## src/hdl/hsvrgb_pkg.sv

```systemverilog
`timescale 1ns / 1ps
// ----------------------------------------------------------------------------
// hsvrgb_pkg
// Types and constants shared by the HSV to RGB converter and its channel lanes.
// ----------------------------------------------------------------------------
package hsvrgb_pkg;

    localparam int unsigned HUE_W      = 9;
    localparam int unsigned FX_W       = 9;
    localparam int unsigned K_W        = 6;
    localparam int unsigned CHAN_W     = 8;
    localparam int unsigned SCALED_W   = 14;
    localparam int unsigned RECIP_W    = 15;
    localparam int unsigned QUOT_W     = SCALED_W + RECIP_W;

    localparam int unsigned DEG_PER_SEXTANT = 60;
    localparam int unsigned HUE_WRAP        = 360;
    localparam int unsigned CHANNEL_MAX     = 255;

    // Reciprocal of 60 scaled by 2^20, rounded up; exact for inputs below 23830.
    localparam logic [RECIP_W-1:0] RECIP_60    = 15'd17477;
    localparam int unsigned        RECIP_SHIFT = 20;

    typedef enum logic [2:0] {
        SEXT_0 = 3'd0,
        SEXT_1 = 3'd1,
        SEXT_2 = 3'd2,
        SEXT_3 = 3'd3,
        SEXT_4 = 3'd4,
        SEXT_5 = 3'd5
    } t_sextant;

    typedef struct packed {
        logic     valid;
        t_sextant sextant;
    } t_ctrl;

endpackage

```

## src/hdl/hsv_to_rgb_packer.sv

```systemverilog
`timescale 1ns / 1ps
// ----------------------------------------------------------------------------
// hsv_to_rgb_packer
// Pipelined HSV to RGB conversion with a packed 24-bit color output.
// ----------------------------------------------------------------------------
// The converter accepts one beat on every clock cycle; busy is always low. The
// result of a beat is on the output ports, marked by o_valid, for one cycle.
// Between the edge that accepts it and the output, a beat passes the hue split
// stage, the four register stages of each channel lane and the output select
// register. The receiver cannot stall the results.
module hsv_to_rgb_packer #(
    parameter int unsigned FRACTION_BITS = 8
) (
    input  logic                           i_clk,
    input  logic                           i_rst_n,
    input  logic                           start,
    output logic                           busy,
    input  logic [hsvrgb_pkg::HUE_W-1:0]   i_hue_degrees,
    input  logic [hsvrgb_pkg::FX_W-1:0]    i_saturation,
    input  logic [hsvrgb_pkg::FX_W-1:0]    i_brightness,
    output logic                           o_valid,
    output logic [hsvrgb_pkg::CHAN_W-1:0]  o_red,
    output logic [hsvrgb_pkg::CHAN_W-1:0]  o_green,
    output logic [hsvrgb_pkg::CHAN_W-1:0]  o_blue,
    output logic [23:0]                    o_packed_color
);

    localparam int unsigned ONE_FX    = 1 << FRACTION_BITS;
    localparam int unsigned LANE_DEPTH = 4;

    logic [hsvrgb_pkg::HUE_W-1:0]   n_hue;
    logic [hsvrgb_pkg::HUE_W-1:0]   n_base;
    hsvrgb_pkg::t_sextant           n_sextant;
    logic [hsvrgb_pkg::HUE_W-1:0]   n_rem_wide;
    logic [hsvrgb_pkg::FX_W-1:0]    n_sat;
    logic [hsvrgb_pkg::FX_W-1:0]    n_val;

    hsvrgb_pkg::t_ctrl              r_ctrl [LANE_DEPTH+1];
    logic [hsvrgb_pkg::FX_W-1:0]    r_sat;
    logic [hsvrgb_pkg::FX_W-1:0]    r_val;
    logic [hsvrgb_pkg::K_W-1:0]     r_rem;
    logic [hsvrgb_pkg::K_W-1:0]     n_rem_inv;

    logic [hsvrgb_pkg::CHAN_W-1:0]  cv;
    logic [hsvrgb_pkg::CHAN_W-1:0]  cp;
    logic [hsvrgb_pkg::CHAN_W-1:0]  cq;
    logic [hsvrgb_pkg::CHAN_W-1:0]  ct;

    logic [hsvrgb_pkg::CHAN_W-1:0]  n_red;
    logic [hsvrgb_pkg::CHAN_W-1:0]  n_green;
    logic [hsvrgb_pkg::CHAN_W-1:0]  n_blue;
    logic [hsvrgb_pkg::CHAN_W-1:0]  r_red;
    logic [hsvrgb_pkg::CHAN_W-1:0]  r_green;
    logic [hsvrgb_pkg::CHAN_W-1:0]  r_blue;
    logic                           r_out_valid;

    assign busy = 1'b0;

    always_comb begin
        n_hue = (32'(i_hue_degrees) >= hsvrgb_pkg::HUE_WRAP) ? '0 : i_hue_degrees;
        if (n_hue >= 9'd300) begin
            n_sextant = hsvrgb_pkg::SEXT_5;
            n_base    = 9'd300;
        end else if (n_hue >= 9'd240) begin
            n_sextant = hsvrgb_pkg::SEXT_4;
            n_base    = 9'd240;
        end else if (n_hue >= 9'd180) begin
            n_sextant = hsvrgb_pkg::SEXT_3;
            n_base    = 9'd180;
        end else if (n_hue >= 9'd120) begin
            n_sextant = hsvrgb_pkg::SEXT_2;
            n_base    = 9'd120;
        end else if (n_hue >= 9'd60) begin
            n_sextant = hsvrgb_pkg::SEXT_1;
            n_base    = 9'd60;
        end else begin
            n_sextant = hsvrgb_pkg::SEXT_0;
            n_base    = 9'd0;
        end
        n_rem_wide = n_hue - n_base;
        n_sat = (32'(i_saturation) > ONE_FX) ? hsvrgb_pkg::FX_W'(ONE_FX) : i_saturation;
        n_val = (32'(i_brightness) > ONE_FX) ? hsvrgb_pkg::FX_W'(ONE_FX) : i_brightness;
    end

    always_ff @(posedge i_clk) begin
        if (!i_rst_n) begin
            r_ctrl[0] <= '0;
        end else begin
            r_ctrl[0].valid   <= start;
            r_ctrl[0].sextant <= n_sextant;
        end
    end

    always_ff @(posedge i_clk) begin
        r_sat <= n_sat;
        r_val <= n_val;
        r_rem <= n_rem_wide[hsvrgb_pkg::K_W-1:0];
    end

    always_ff @(posedge i_clk) begin
        if (!i_rst_n) begin
            for (int i = 1; i <= LANE_DEPTH; i++) begin
                r_ctrl[i] <= '0;
            end
        end else begin
            for (int i = 1; i <= LANE_DEPTH; i++) begin
                r_ctrl[i] <= r_ctrl[i-1];
            end
        end
    end

    assign n_rem_inv = hsvrgb_pkg::K_W'(hsvrgb_pkg::DEG_PER_SEXTANT) - r_rem;

    hsvrgb_lane #(.FRACTION_BITS(FRACTION_BITS)) u_lane_v (
        .i_clk  (i_clk),
        .i_sat  (r_sat),
        .i_val  (r_val),
        .i_k    ('0),
        .o_chan (cv)
    );

    hsvrgb_lane #(.FRACTION_BITS(FRACTION_BITS)) u_lane_p (
        .i_clk  (i_clk),
        .i_sat  (r_sat),
        .i_val  (r_val),
        .i_k    (hsvrgb_pkg::K_W'(hsvrgb_pkg::DEG_PER_SEXTANT)),
        .o_chan (cp)
    );

    hsvrgb_lane #(.FRACTION_BITS(FRACTION_BITS)) u_lane_q (
        .i_clk  (i_clk),
        .i_sat  (r_sat),
        .i_val  (r_val),
        .i_k    (r_rem),
        .o_chan (cq)
    );

    hsvrgb_lane #(.FRACTION_BITS(FRACTION_BITS)) u_lane_t (
        .i_clk  (i_clk),
        .i_sat  (r_sat),
        .i_val  (r_val),
        .i_k    (n_rem_inv),
        .o_chan (ct)
    );

    always_comb begin
        case (r_ctrl[LANE_DEPTH].sextant)
            hsvrgb_pkg::SEXT_0: begin
                n_red = cv; n_green = ct; n_blue = cp;
            end
            hsvrgb_pkg::SEXT_1: begin
                n_red = cq; n_green = cv; n_blue = cp;
            end
            hsvrgb_pkg::SEXT_2: begin
                n_red = cp; n_green = cv; n_blue = ct;
            end
            hsvrgb_pkg::SEXT_3: begin
                n_red = cp; n_green = cq; n_blue = cv;
            end
            hsvrgb_pkg::SEXT_4: begin
                n_red = ct; n_green = cp; n_blue = cv;
            end
            default: begin
                n_red = cv; n_green = cp; n_blue = cq;
            end
        endcase
    end

    always_ff @(posedge i_clk) begin
        if (!i_rst_n) begin
            r_out_valid <= 1'b0;
        end else begin
            r_out_valid <= r_ctrl[LANE_DEPTH].valid;
        end
    end

    always_ff @(posedge i_clk) begin
        r_red   <= n_red;
        r_green <= n_green;
        r_blue  <= n_blue;
    end

    assign o_valid        = r_out_valid;
    assign o_red          = r_red;
    assign o_green        = r_green;
    assign o_blue         = r_blue;
    assign o_packed_color = {r_red, r_green, r_blue};

    // Every accepted beat produces a result on the output ports.
    a_latency: assert property (@(posedge i_clk) disable iff (!i_rst_n)
        start |-> ##6 o_valid)
        else $error("accepted beat did not produce a result");

    // A result is only produced for an accepted beat.
    a_no_spurious: assert property (@(posedge i_clk) disable iff (!i_rst_n)
        o_valid |-> $past(start, 6))
        else $error("result without an accepted beat");

    // Zero saturation yields a gray color.
    a_gray: assert property (@(posedge i_clk) disable iff (!i_rst_n)
        (start && i_saturation == '0) |-> ##6 (o_red == o_green && o_red == o_blue))
        else $error("zero saturation did not give equal channels");

    // Zero brightness yields black.
    a_black: assert property (@(posedge i_clk) disable iff (!i_rst_n)
        (start && i_brightness == '0) |-> ##6 (o_packed_color == 24'd0))
        else $error("zero brightness did not give black");

endmodule

```

## src/hdl/hsvrgb_lane.sv

```systemverilog
`timescale 1ns / 1ps
// ----------------------------------------------------------------------------
// hsvrgb_lane
// Four-stage channel term: floor(255 * v * (ONE*60 - s*k) / (ONE*ONE*60)).
// ----------------------------------------------------------------------------
module hsvrgb_lane #(
    parameter int unsigned FRACTION_BITS = 8
) (
    input  logic                              i_clk,
    input  logic [hsvrgb_pkg::FX_W-1:0]       i_sat,
    input  logic [hsvrgb_pkg::FX_W-1:0]       i_val,
    input  logic [hsvrgb_pkg::K_W-1:0]        i_k,
    output logic [hsvrgb_pkg::CHAN_W-1:0]     o_chan
);

    localparam int unsigned SK_W  = hsvrgb_pkg::FX_W + hsvrgb_pkg::K_W;
    localparam int unsigned A_W   = FRACTION_BITS + 6;
    localparam int unsigned MW    = (A_W > SK_W) ? A_W : SK_W;
    localparam int unsigned P_W   = A_W + hsvrgb_pkg::FX_W;
    localparam int unsigned X_W   = P_W + 8;
    localparam int unsigned XN_W  = 2 * FRACTION_BITS + hsvrgb_pkg::SCALED_W;
    localparam int unsigned XE_W  = (X_W > XN_W) ? X_W : XN_W;
    localparam logic [MW-1:0] FULL = MW'(hsvrgb_pkg::DEG_PER_SEXTANT) << FRACTION_BITS;

    logic [SK_W-1:0]                      n_sk;
    logic [MW-1:0]                        n_a_wide;
    logic [A_W-1:0]                       r_a;
    logic [hsvrgb_pkg::FX_W-1:0]          r_v1;
    logic [P_W-1:0]                       r_prod;
    logic [X_W-1:0]                       n_x;
    logic [XE_W-1:0]                      n_xe;
    logic [hsvrgb_pkg::SCALED_W-1:0]      r_y;
    logic [hsvrgb_pkg::QUOT_W-1:0]        r_q;

    assign n_sk     = SK_W'(i_sat) * SK_W'(i_k);
    assign n_a_wide = FULL - MW'(n_sk);

    always_ff @(posedge i_clk) begin
        r_a  <= n_a_wide[A_W-1:0];
        r_v1 <= i_val;
    end

    always_ff @(posedge i_clk) begin
        r_prod <= P_W'(r_v1) * P_W'(r_a);
    end

    assign n_x  = {r_prod, 8'b0} - {8'b0, r_prod};
    assign n_xe = XE_W'(n_x);

    always_ff @(posedge i_clk) begin
        r_y <= n_xe[2*FRACTION_BITS +: hsvrgb_pkg::SCALED_W];
    end

    always_ff @(posedge i_clk) begin
        r_q <= hsvrgb_pkg::QUOT_W'(r_y) * hsvrgb_pkg::QUOT_W'(hsvrgb_pkg::RECIP_60);
    end

    assign o_chan = r_q[hsvrgb_pkg::RECIP_SHIFT +: hsvrgb_pkg::CHAN_W];

endmodule

```

## config.mk

```make
export PLATFORM = sky130hd
export DESIGN_NAME = hsv_to_rgb_packer
export DESIGN_NICKNAME = d
export VERILOG_FILES = /design/src/hdl/hsvrgb_pkg.sv /design/src/hdl/hsv_to_rgb_packer.sv /design/src/hdl/hsvrgb_lane.sv
export SDC_FILE = /design/constraint.sdc
export NUM_CORES = 2
export LEC_CHECK = 0
export BUFFER_PORTS_ARGS = -buffer_cell sky130_fd_sc_hd__buf_4
export CAP_MARGIN = 10
export CELL_PAD_IN_SITES_DETAIL_PLACEMENT = 1
export CELL_PAD_IN_SITES_GLOBAL_PLACEMENT = 1
export CORE_UTILIZATION = 46
export DETAILED_ROUTE_END_ITERATION = 6
export GPL_ROUTABILITY_DRIVEN = 0
export HOLD_SLACK_MARGIN = 0.08
export PLACE_DENSITY_LB_ADDON = 0.2
export SLEW_MARGIN = 30
export SYNTH_ARGS = -nofsm -noshare
export SYNTH_HDL_FRONTEND = slang
export SYNTH_SLANG_ARGS = --single-unit
export TNS_END_PERCENT = 100
```

## constraint.sdc

```tcl
create_clock -name i_clk -period 5.3 [get_ports i_clk]
set_input_delay 0.53 -clock i_clk [delete_from_list [all_inputs] [get_ports i_clk]]
set_output_delay 0.53 -clock i_clk [all_outputs]
set_load 0.01 [all_outputs]
```

* After elaboration in Yosys (flattened, before gate mapping)
Memories as Yosys holds them, arrays and structs flattened. Index checks and enable logic that the tools add are counted.
Word-level totals: flip-flop bits (word level) 350, bits in latches 0, RAM bits 20, ROM bits 0, input port bits 30, output and inout bits 50, logic and storage cells 89, memories kept 1
Memories:
- r_ctrl | words 5, width 4, rd ports 5, clocked after memory_dff 0, write ports 5, line hsv_to_rgb_packer.sv:38 | hsvrgb_pkg::t_ctrl r_ctrl [LANE_DEPTH+1];
Operators by class: add/sub/neg operators 9, multipliers 11, divide/modulo/power cells 0, order comparisons 8, equality and inequality tests 4, shift operators 0, muxes and demuxes 22, bitwise gates (word level) 6, reductions and logical operators 5
Operators with widths (number):
- 30-bit by 23-bit subtractor with 30-bit output | 4
- 14-bit by 15-bit multiplier with 28-bit output, second input constant | 4
- 8-bit case mux with 3 select lines | 3
- 9-bit by 14-bit multiplier with 23-bit output | 3
- 14-bit subtractor, first input constant | 3
- 6-bit two-way mux | 5
- 9-bit by 6-bit multiplier with 14-bit output | 2
- 9-bit by 8-bit >= comparator with 1-bit output, second input constant | 2
- 9-bit >= comparator, second input constant | 2
- 9-bit greater-than comparator, second input constant | 2
- 4-bit two-way mux | 4
- 9-bit by 4-bit multiplier with 13-bit output, second input constant | 1
- 9-bit by 4-bit multiplier with 12-bit output, second input constant | 1
- 9-bit by 6-bit >= comparator with 1-bit output, second input constant | 1
- 9-bit by 7-bit >= comparator with 1-bit output, second input constant | 1
- 3-bit two-way mux | 3
- 9-bit two-way mux | 1
- 2-bit OR reduction | 4
- 3-bit by 2-bit equality test with 1-bit output, second input constant | 2
- 1-bit bitwise OR | 6
- 6-bit subtractor | 1
- 6-bit subtractor, first input constant | 1
- 1-bit two-way mux | 4
- 2-bit two-way mux | 2
- other kinds (3) | 3

* Longest topological paths before layout
depth in word-level cells 9, depth in mapped cells 21, mapped depth without buffers 19

* Cells and area by module
From an unflattened synthesis, not the netlist that was laid out.
Unflattened totals: cells, all modules 4590, area total of the unflattened synthesis 42520.8 sq um
Modules (own cells, without submodules):
- hsvrgb_lane (u_lane_v) | times used 1, cells each 1089, area an instance 9964.6 sq um
- hsvrgb_lane (u_lane_q) | times used 1, cells each 1063, area an instance 9860.7 sq um
- hsvrgb_lane (u_lane_t) | times used 1, cells each 1058, area an instance 9774.4 sq um
- hsvrgb_lane (u_lane_p) | times used 1, cells each 1021, area an instance 9584.2 sq um
- hsv_to_rgb_packer | times used 1, cells each 359, area an instance 3337.0 sq um

* Worst setup path after synthesis
Ideal clock, no wire load.
path kind reg2reg, from register u_lane_t.r_v1[2] (netlist bit), to register u_lane_t.r_prod[21], library setup time 0.072 ns, arrival 5.015 ns, required time 5.228 ns, setup slack 0.213 ns, stages on the path, launching flop included 20, path buffers 2, clock period less this slack 5.087 ns, cell sequence dfxtp_1 clkbuf_1 clkbuf_1 nand2_1 fa_1 inv_1 fa_1 inv_1 fa_1 fa_1 inv_1 ha_1 and2_1 a311oi_1 a211oi_1 o41ai_2 o211ai_1 a31o_2 a21oi_1 xnor2_1
Between the ends: longest elaborated chain between the ends 1
RTL lines:
- from (decl) | line hsvrgb_lane.sv:28 | logic [hsvrgb_pkg::FX_W-1:0] r_v1;
- from (signal assigned) | line hsvrgb_lane.sv:40 | r_v1 <= i_val;
- 9-bit by 14-bit multiplier with 23-bit output | line hsvrgb_lane.sv:44 | r_prod <= P_W'(r_v1) * P_W'(r_a);
- to (signal assigned) | line hsvrgb_lane.sv:44
- to (decl) | line hsvrgb_lane.sv:29 | logic [P_W-1:0] r_prod;
Every way passes these cells. A chain may end at the register's enable or synchronous reset.

* Final worst setup path
from register u_lane_p.r_y[11] (netlist bit), to register u_lane_p.r_q[26] (netlist bit)
Between the ends: longest elaborated chain between the ends 1
RTL lines:
- from (decl) | line hsvrgb_lane.sv:32 | logic [hsvrgb_pkg::SCALED_W-1:0] r_y;
- from (signal assigned) | line hsvrgb_lane.sv:51 | r_y <= n_xe[2*FRACTION_BITS +: hsvrgb_pkg::SCALED_W];
- 14-bit by 15-bit multiplier with 28-bit output | line hsvrgb_lane.sv:55 | r_q <= hsvrgb_pkg::QUOT_W'(r_y) * hsvrgb_pkg::QUOT_W'(hsvrgb_pkg::RECIP_60);
- to (signal assigned) | line hsvrgb_lane.sv:55
- to (decl) | line hsvrgb_lane.sv:33 | logic [hsvrgb_pkg::QUOT_W-1:0] r_q;
Every way passes these cells.

==> flow_summary_export.csv <==
group,metric,value,unit
global_routing,antenna_found_initial,0,
synth,avgSynthCellArea,9.389,um^2
cells_and_area,num_antenna_cells,0,
die,fp.dieH,272.8,um
die,io_pins,80,
timing,finalCritPeriodShare,94.71,%
setup_path,crit_fanout,4,
setup_path,worstSetupEndpointType,"flop",
global_routing,grt_max_degree,61,
drt,vias_per_cell,5.145,
clocking,clockBufferDepth,3,
place,io_buffers,78,
drt,first_iter_violations,578,
global_routing,grt_util_all_layers,21.08,%
drt,antenna_left,0,
setup_path,startpoint,"u_lane_p.r_y[11]$_DFF_P_",
clocking,clockRootBuffer,"clkbuf_16",
clocking,htreeDepth,2,
synth,synth_area_leader_cell,"fa_1",
worst_hold_path,holdCritPathClass,"input pin to flop",
setup_path,rrSetupSlack,0.28,ns
drt,drc,0,
cells_and_area,fillerInstances,8235,
cells_and_area,area_growth,8.947,%
flow_run,drv_cap,0,
die,row_count,98,
global_routing,grt_pass1_wl,128.4,mm
global_routing,grt_pass1_vias,26040,
setup_path,r2r_end,"u_lane_p.r_q[26]$_DFF_P_",
status,outcome,"complete, no violations",
global_routing,grt_overflow_total,0,
setup_path,cp.arrival,5.52,ns
timing,fmax,199.2,MHz
setup_path,cp-start-kind,"flop",
timing,setup_viol,0,
synth,synthCells,3594,
die,core_area,0.07198,mm^2
synth,syn_area,0.03374,mm^2
setup_path,crit_type,"flop to flop",
synth,post_synth_num_cell_types,81,
cells_and_area,layout-drive-gt1-share,6.511,%
clocking,cts_hold_buf,0,
synth,syn_nets,4645,
setup_path,required,5.80,ns
place,dp_hpwl,62.48,mm
die,fp.dieW,272.8,um
timing,hold_viol,0,
clocking,cts_tree,"done",
clocking,clk_pin_slew,0.06,ns
worst_hold_path,min_delay_path_depth,1,
synth,ys_ff_latch,284,
clocking,clk_latency,0.58,ns
timing,slew_headroom,51.99,%
drt,routedWlPerCell,16.31,um
synth,synth_flop_cell,"dfxtp_1",
die,die_area,0.07444,mm^2
worst_hold_path,min_to,"r_val[8]$_SDFF_PN1_",
setup_path,r2r.worst_path.cells,16,
synth,seq_area_frac_synth,16.85,%
timing,worstMarginPinSlew,0.7192,ns
timing,fin_skew,0.02541,ns
drt,dr.pass1.iters,5,
synth,synth_warnings,0,
clocking,cts_sinks,284,
timing,fin_setup_tns,0,ns
synth,post-synth-top-area-fraction,24.20,%
synth,synthArstFlopShare,0,%
drt,wl,75.61,mm
drt,dr_total_vias,23850,
worst_hold_path,min_from,"i_brightness[8]",
die,start_util,46.88,%
timing,post-route-min-period,5.020,ns
setup_path,reg2reg_from,"u_lane_p.r_y[11]$_DFF_P_",
clocking,cts_inserted_buffers,38,
synth,synth_area_leaders,"fa_1 (24%), ha_1 (23%), dfxtp_1 (17%)",
synth,synth_edf_count,0,
timing,rsz0062_at_grt,"false",
cells_and_area,nets,4708,
clocking,postCtsSetupBuffers,0,
timing,drv_slew,0,
==> timing repair <==
item / CTS / global route
endpoints found under the setup margin: 0 / 7
endpoints found under the hold margin: 0 / 0
resized for setup: 0 / 4
==> flip-flops by register name (all words and copies together), names as in the netlist, 12 cells and up <==
| name | flops |
|---|---|
| r_ctrl | 20 |
| u_lane_p.r_a | 12 |
| u_lane_p.r_prod | 21 |
| u_lane_p.r_y | 14 |
| u_lane_q.r_a | 13 |
| u_lane_q.r_prod | 22 |
| u_lane_q.r_y | 14 |
| u_lane_t.r_a | 14 |
| u_lane_t.r_prod | 23 |
| u_lane_t.r_y | 14 |
| u_lane_v.r_prod | 13 |
| u_lane_v.r_y | 14 |
==> worst max path at each step <==
stage	endpoint
after floorplan	u_lane_t.r_prod[21]$_DFF_P_
after global placement	u_lane_p.r_prod[20]$_DFF_P_
after detailed placement	u_lane_p.r_prod[20]$_DFF_P_
after CTS	u_lane_p.r_prod[22]$_DFF_P_
after global routing	u_lane_t.r_q[26]$_DFF_P_
final	u_lane_p.r_q[26]$_DFF_P_
==> cell usage after synthesis, types with 23 or more instances <==
cell type  instances
ha_1             613
o21a_1            23
nand3_1           32
nor2_1           110
nor3_1            37
a21o_1            44
mux2i_1           25
and2_1           259
inv_1            642
clkbuf_1          80
xor2_1            39
o21ai_0           74
nor2b_1           48
buf_4             25
nand2_1          315
xnor2_1          130
dfxtp_1          284
a211oi_1          23
fa_1             408
a21oi_1          114
==> cell families after synthesis <==
kind of cell | after synthesis | share of synthesized area, %
mux | 37 | 1.142
simple gates | 907 | 13.54
other cells | 1 | 0.01111
buf+inv | 752 | 8.647
compound gates | 421 | 8.372
xor+xnor | 171 | 4.501
fa+ha+maj | 1021 | 46.93
flops | 284 | 16.85
==> routing by layer <==
metal	GRT usage, %	share of wire (%)	routed length, um
met1	26.85	46	34860
met2	37.54	49	36990
met3	2.223	2.6	1963
met4	5.973	2.4	1801
met5	0	0	0
==> through the flow <==
| stage | setup WS (ns) | area, um^2 | hold slack [ns] | std cells | utilization [%] |
|---|---|---|---|---|---|
| after floorplan | 0.2131 | 33740 | 0.3096 | 3594 | - |
| after global placement | 0.3345 | 35480 | 0.3127 | 4567 | 49.29 |
| after detailed placement | 0.1865 | 35480 | 0.3171 | 4567 | 49.29 |
| after CTS | 0.1743 | 36760 | 0.09000 | 4636 | 51.07 |
| after global routing | 0.007700 | 36760 | 0.1161 | 4636 | 51.08 |
| final | 0.2805 | 36760 | 0.1233 | 4636 | 51.08 |
==> critical path: stages, from the launching register on <==
cell and delay (ns):
dfxtp_1 0.35, ha_1 0.32, fa_1 0.45, fa_1 0.49, inv_1 0.05, fa_1 0.35, inv_1 0.09, fa_1 0.43
ha_1 0.30, and3_1 0.19, a221oi_1 0.26, a21boi_0 0.50, o31ai_1 0.23, nor2_1 0.16, o21ai_0 0.22, a311oi_1 0.38
xnor2_1 0.16
==> cell type report <==
class                      instances  area [um^2]  share of cell area (%)
multi-input combinational       2558        25150                   68.40
sequential                       284         5693                   15.49
inverter                         642         2410                   6.555
tap                              950         1189                   3.233
timing repair buffer             133         1049                   2.852
clock buffer                      52         1033                   2.811
clock inverter                    17        245.2                  0.6671
==> cell usage in the layout (no fill, tap or decap), types with 17 or more instances in the layout <==
master / synthesis / layout
inv_1: 642 / 642
ha_1: 613 / 613
fa_1: 408 / 408
nand2_1: 315 / 315
dfxtp_1: 284 / 280
and2_1: 259 / 259
xnor2_1: 130 / 130
buf_4: 25 / 129
a21oi_1: 114 / 114
nor2_1: 110 / 109
o21ai_0: 74 / 74
nor2b_1: 48 / 48
a21o_1: 44 / 44
xor2_1: 39 / 39
clkbuf_16: 0 / 38
nor3_1: 37 / 37
nand3_1: 32 / 32
mux2i_1: 25 / 25
o21a_1: 23 / 23
a211oi_1: 23 / 23
nand4_1: 21 / 21
nand2b_1: 17 / 17
Power is left out: the tool's default activity adds up to more than one toggle a clock period on the data nets, which glitch-free logic cannot reach.
